==> config.mk <==
export PLATFORM = sky130hd
export DESIGN_NAME = btmx_ctrl
export DESIGN_NICKNAME = d
export VERILOG_FILES = /design/src/btmx_pkg.sv /design/src/btmx_ctrl.sv
export SDC_FILE = /design/constraint.sdc
export NUM_CORES = 1
export LEC_CHECK = 0
export BUFFER_PORTS_ARGS = -buffer_cell sky130_fd_sc_hd__buf_4
export CAP_MARGIN = 20
export CORE_AREA = 2 2 39 41
export CTS_CLUSTER_DIAMETER = 200
export DETAILED_ROUTE_END_ITERATION = 12
export DIE_AREA = 0 0 41 43
export MAX_ROUTING_LAYER = met4
export PLACE_DENSITY = 0.45
export SLEW_MARGIN = 20
export SYNTH_ARGS = -nofsm -noshare
export SYNTH_HDL_FRONTEND = slang
export SYNTH_SLANG_ARGS = --single-unit
==> constraint.sdc <==
create_clock -name clk -period 1.9 [get_ports clk]
set_clock_uncertainty 0.1 [all_clocks]
set_input_delay 0.285 -clock clk [delete_from_list [all_inputs] [get_ports clk]]
set_output_delay 0.285 -clock clk [all_outputs]
set_load 0.01 [all_outputs]
==> src/btmx_pkg.sv <==
package btmx_pkg;

	localparam int KEY_BITS_DEF       = 31;
	localparam int NODE_COUNT_MAX_DEF = 4096;

	typedef enum logic [1:0] {
		CMD_INSERT = 2'd0,
		CMD_QUERY  = 2'd1,
		CMD_CLEAR  = 2'd2
	} cmd_t;

	typedef enum logic [1:0] {
		STS_OK    = 2'd0,
		STS_EMPTY = 2'd1,
		STS_FULL  = 2'd2
	} status_t;

	typedef enum logic [1:0] {
		ST_IDLE,
		ST_WALK,
		ST_FRESH,
		ST_FINISH
	} state_t;

	typedef struct packed {
		logic load;
		logic walk;
		logic fresh;
		logic finish;
	} ctl_cmd_t;

	typedef struct packed {
		logic go_walk;
		logic alloc;
		logic last_level;
		logic leaf;
		logic out_free;
	} ctl_sts_t;

endpackage

==> src/btmx_ctrl.sv <==
module btmx_ctrl (
	input  logic                clk,
	input  logic                arst_n,
	input  logic                req_valid,
	output logic                req_ready,
	input  btmx_pkg::ctl_sts_t  sts,
	output btmx_pkg::ctl_cmd_t  cmd
);

	import btmx_pkg::*;

	state_t state_q;
	state_t state_nxt;

	always_ff @(posedge clk or negedge arst_n) begin
		if (!arst_n) begin
			state_q <= ST_IDLE;
		end else begin
			state_q <= state_nxt;
		end
	end

	always_comb begin
		state_nxt = state_q;
		case (state_q)
			ST_IDLE: begin
				if (req_valid) begin
					state_nxt = sts.go_walk ? ST_WALK : ST_FINISH;
				end
			end
			ST_WALK: begin
				if (sts.alloc) begin
					state_nxt = ST_FRESH;
				end else if (sts.last_level) begin
					state_nxt = ST_FINISH;
				end
			end
			ST_FRESH: begin
				if (sts.leaf) begin
					state_nxt = ST_FINISH;
				end
			end
			ST_FINISH: begin
				if (sts.out_free) begin
					state_nxt = ST_IDLE;
				end
			end
			default: state_nxt = ST_IDLE;
		endcase
	end

	always_comb begin
		cmd       = '0;
		req_ready = 1'b0;
		case (state_q)
			ST_IDLE: begin
				req_ready = 1'b1;
				cmd.load  = req_valid;
			end
			ST_WALK: cmd.walk = 1'b1;
			ST_FRESH: cmd.fresh = 1'b1;
			ST_FINISH: cmd.finish = sts.out_free;
			default: cmd = '0;
		endcase
	end

endmodule

==> summary.txt <==
Outcome
  • Outcome: finished clean

Die
  • IO Count: 13
  • Core ar.: 0.00138 mm²
  • Initial Util: 0.167
  • Die width: 41 µm
  • Die Y: 43 µm
  • Placement row count: 14
  • DIE AREA: 0.00176 mm²

Worst setup path
  • CP Class: flip-flop to output pin
  • Arrival time at the worst endpoint: about 1.3 ns
  • Worst setup EP type: output pin
  • CP Launch Type: flip-flop
  • Crit-path max FO: 6
  • CP required: 1.51 ns

Placement
  • Port Buffers: 12
  • GPL Wtd Cong: a little under 0.7
  • Post-detail-place hpwl: ~440 µm

Detailed routing
  • Post-Route M1 WL: 176 µm
  • Met2 WL: 261 µm
  • Final WL: 510 µm
  • Vias per cell: just under 4
  • Via count: 211
  • Number of detailed-route iterations in the first pass: 2
  • Post-DRT Antenna Nets: 0
  • Metal3 WL: a little under 60 µm
  • Drt initial violations: 1
  • Remaining DRCs: 0
  • Routed length per instance: 9.44 µm
  • Max Used Layer: met4

Global route
  • Vias in the first global route: 215
  • GRT Total Usage: 0.0710
  • Initial antenna violation count: 0
  • Pin count of the biggest net entering global routing: 7
  • First-pass GRT wire length: 786 µm
  • Total gr overflow: 0

Synth
  • Yosys reg bits: 2
  • Synth area leader: dfrtp_1
  • Syn Std Cell Area: 231 µm²
  • Distinct cell type count of the synthesized netlist: 15
  • Seq/Total Area, Yosys: 0.216
  • Post-synth net total: 34
  • Post-Syn Instances: 22
  • Ys Warns: 0
  • Synth area leaders: dfrtp_1 22%, ha_1 22%, a2111oi_4 12%, nor3b_4 8.1%, and2_1 5.4%
  • Post-synth top area share: 0.216
  • Mean Syn Cell Area: 10.5 µm²

Timing
  • Final Slew Violations: 0
  • Max_slew headroom: 0.791
  • Max Clk Rate: 585 MHz
  • Final Cycle Share: 0.899
  • Unrepaired setup endpoints after global routing: no
  • Worst-Margin Slew: 0.313 ns
  • Final setup TNS: 0 ns
  • Final Hold Violating Endpoints: 0
  • Worst hold margin: 0.274 ns
  • Endpoints failing setup: 0
  • Clock period minus worst slack: 1.71 ns

Pwr
  • Clock power share: 0.173
  • PwrDens: between 1000 and 1500 mW/mm²
  • Cell Int Power: 0.328 mW
  • Combinational power share: 0.653
  • VDD IR-drop max: 0.568 mV
  • Static leakage: 0.190 nW
  • Sw power: 0.214 mW
  • Reg power frac: 0.174
  • Switching Fraction: 0.395

Finish
  • Max FFs per register: 2
  • Commonest non-fill, non-tap cell in the layout: buf_4
  • Ratio of cells with drive above 1 in the final layout: 0.447
  • Top flop regs: state_q x2
  • Area Growth Syn to Fin: 61.6%
  • NumNets Final: 52
  • Antenna cell count: 0
  • Register name with the most flops: state_q
  • Fillers: 160
  • Most frequent cells in the layout: 12 x buf_4, 4 x ha_1, 3 x clkbuf_4

Clock tree
  • CTS max path bufs: 2
  • Clk pin slew, worst setup/hold paths: 0.03 ns
  • TritonCTS Sinks: 2
  • Root Driver: clkbuf_4
  • H-tree depth: 1
  • CTS tree: yes
  • Clk Latency, worst-skew pair: 0.22 ns
  • Number of buffers created by CTS: 3

Hold path
  • HP Class: input pin to flip-flop

Flow run
  • MaxCap Viol Count: 0
cell type report:
class                      instances  area, µm²  share of cell area
inverter                           3       11.3              0.0301
sequential                         2       50.0               0.134
clock buffer                       3       22.5              0.0602
timing repair buffer              13        100               0.268
tap                               16       20.0              0.0535
multi-input combinational         17        170               0.455
synthesized netlist by cell type, drive strengths merged:
cell / count
ha: 4
nor3: 1
clkinv: 1
a2111oi: 1
nor2b: 2
nor3b: 1
and3b: 1
a211oi: 1
inv: 2
nand2: 1
and2: 2
dfrtp: 2
a2bb2oi: 1
o21ai: 1
mux2i: 1
logic make-up after synthesis:
| family | after synthesis | share of synthesized area |
|---|---|---|
| multiplexers | 1 | 0.0432 |
| adder cells (fa/ha/maj) | 4 | 0.216 |
| AO/OA/AOI/OAI | 4 | 0.211 |
| AND/OR/NAND/NOR | 8 | 0.265 |
| flip-flops | 2 | 0.216 |
| buffers and inverters | 3 | 0.0486 |
per-stage QoR:
step                      instances   util  setup WS, ns  total power, mW  instance area, µm²
after CTS                        54  0.270         0.166            0.559                 374
final                            54  0.270         0.192            0.541                 374
after floorplan                  22      -         0.345            0.331                 231
after global routing             54  0.270        0.0633            0.600                 374
after global placement           50  0.247         0.276            0.447                 342
after detailed placement         50  0.247         0.221            0.456                 342
metal layers:
metal	up-vias	track usage
li1	108	-
met1	91	0.0611
met2	10	0.109
met3	2	0.0314
met4	0	0.0600
met5	-	-
critical path, stage by stage (launching register included):
cell and delay, ns:
dfrtp_1 0.41, inv_1 0.12, ha_1 0.30, and2_1 0.16, buf_4 0.11
repair_timing:
action / CTS / global route
gates resized for setup: 0 / 0
hold buffers: 1 / 0
hold endpoints to repair: 2 / 0
setup buffers: 0 / 0
power by group through the flow:
stage / registers [mW] / logic (mW) / clock network, mW
finish: 0.0940 / 0.354 / 0.0937
global route: 0.0990 / 0.398 / 0.103
CTS: 0.0945 / 0.363 / 0.102
detailed placement: 0.0952 / 0.361 / 0
global placement: 0.0926 / 0.354 / 0
floorplan: 0.0882 / 0.243 / 0
worst paths after layout:
kind / start / end / slack (ns) / cells after the start
max: state_q[0]$_DFFE_PN0P_ / cmd[3] / 0.19 / 4
min: sts[4] / state_q[1]$_DFFE_PN0P_ / 0.27 / 4
max reg2reg: state_q[1]$_DFFE_PN0P_ / state_q[1]$_DFFE_PN0P_ / 0.26 / 5
min reg2reg: state_q[0]$_DFFE_PN0P_ / state_q[0]$_DFFE_PN0P_ / 0.53 / 1
max in group asynchronous: arst_n / state_q[1]$_DFFE_PN0P_ / 1.33 / 2
min in group asynchronous: arst_n / state_q[0]$_DFFE_PN0P_ / 0.28 / 2
No activity file was read; power rests on OpenSTA's default activity.
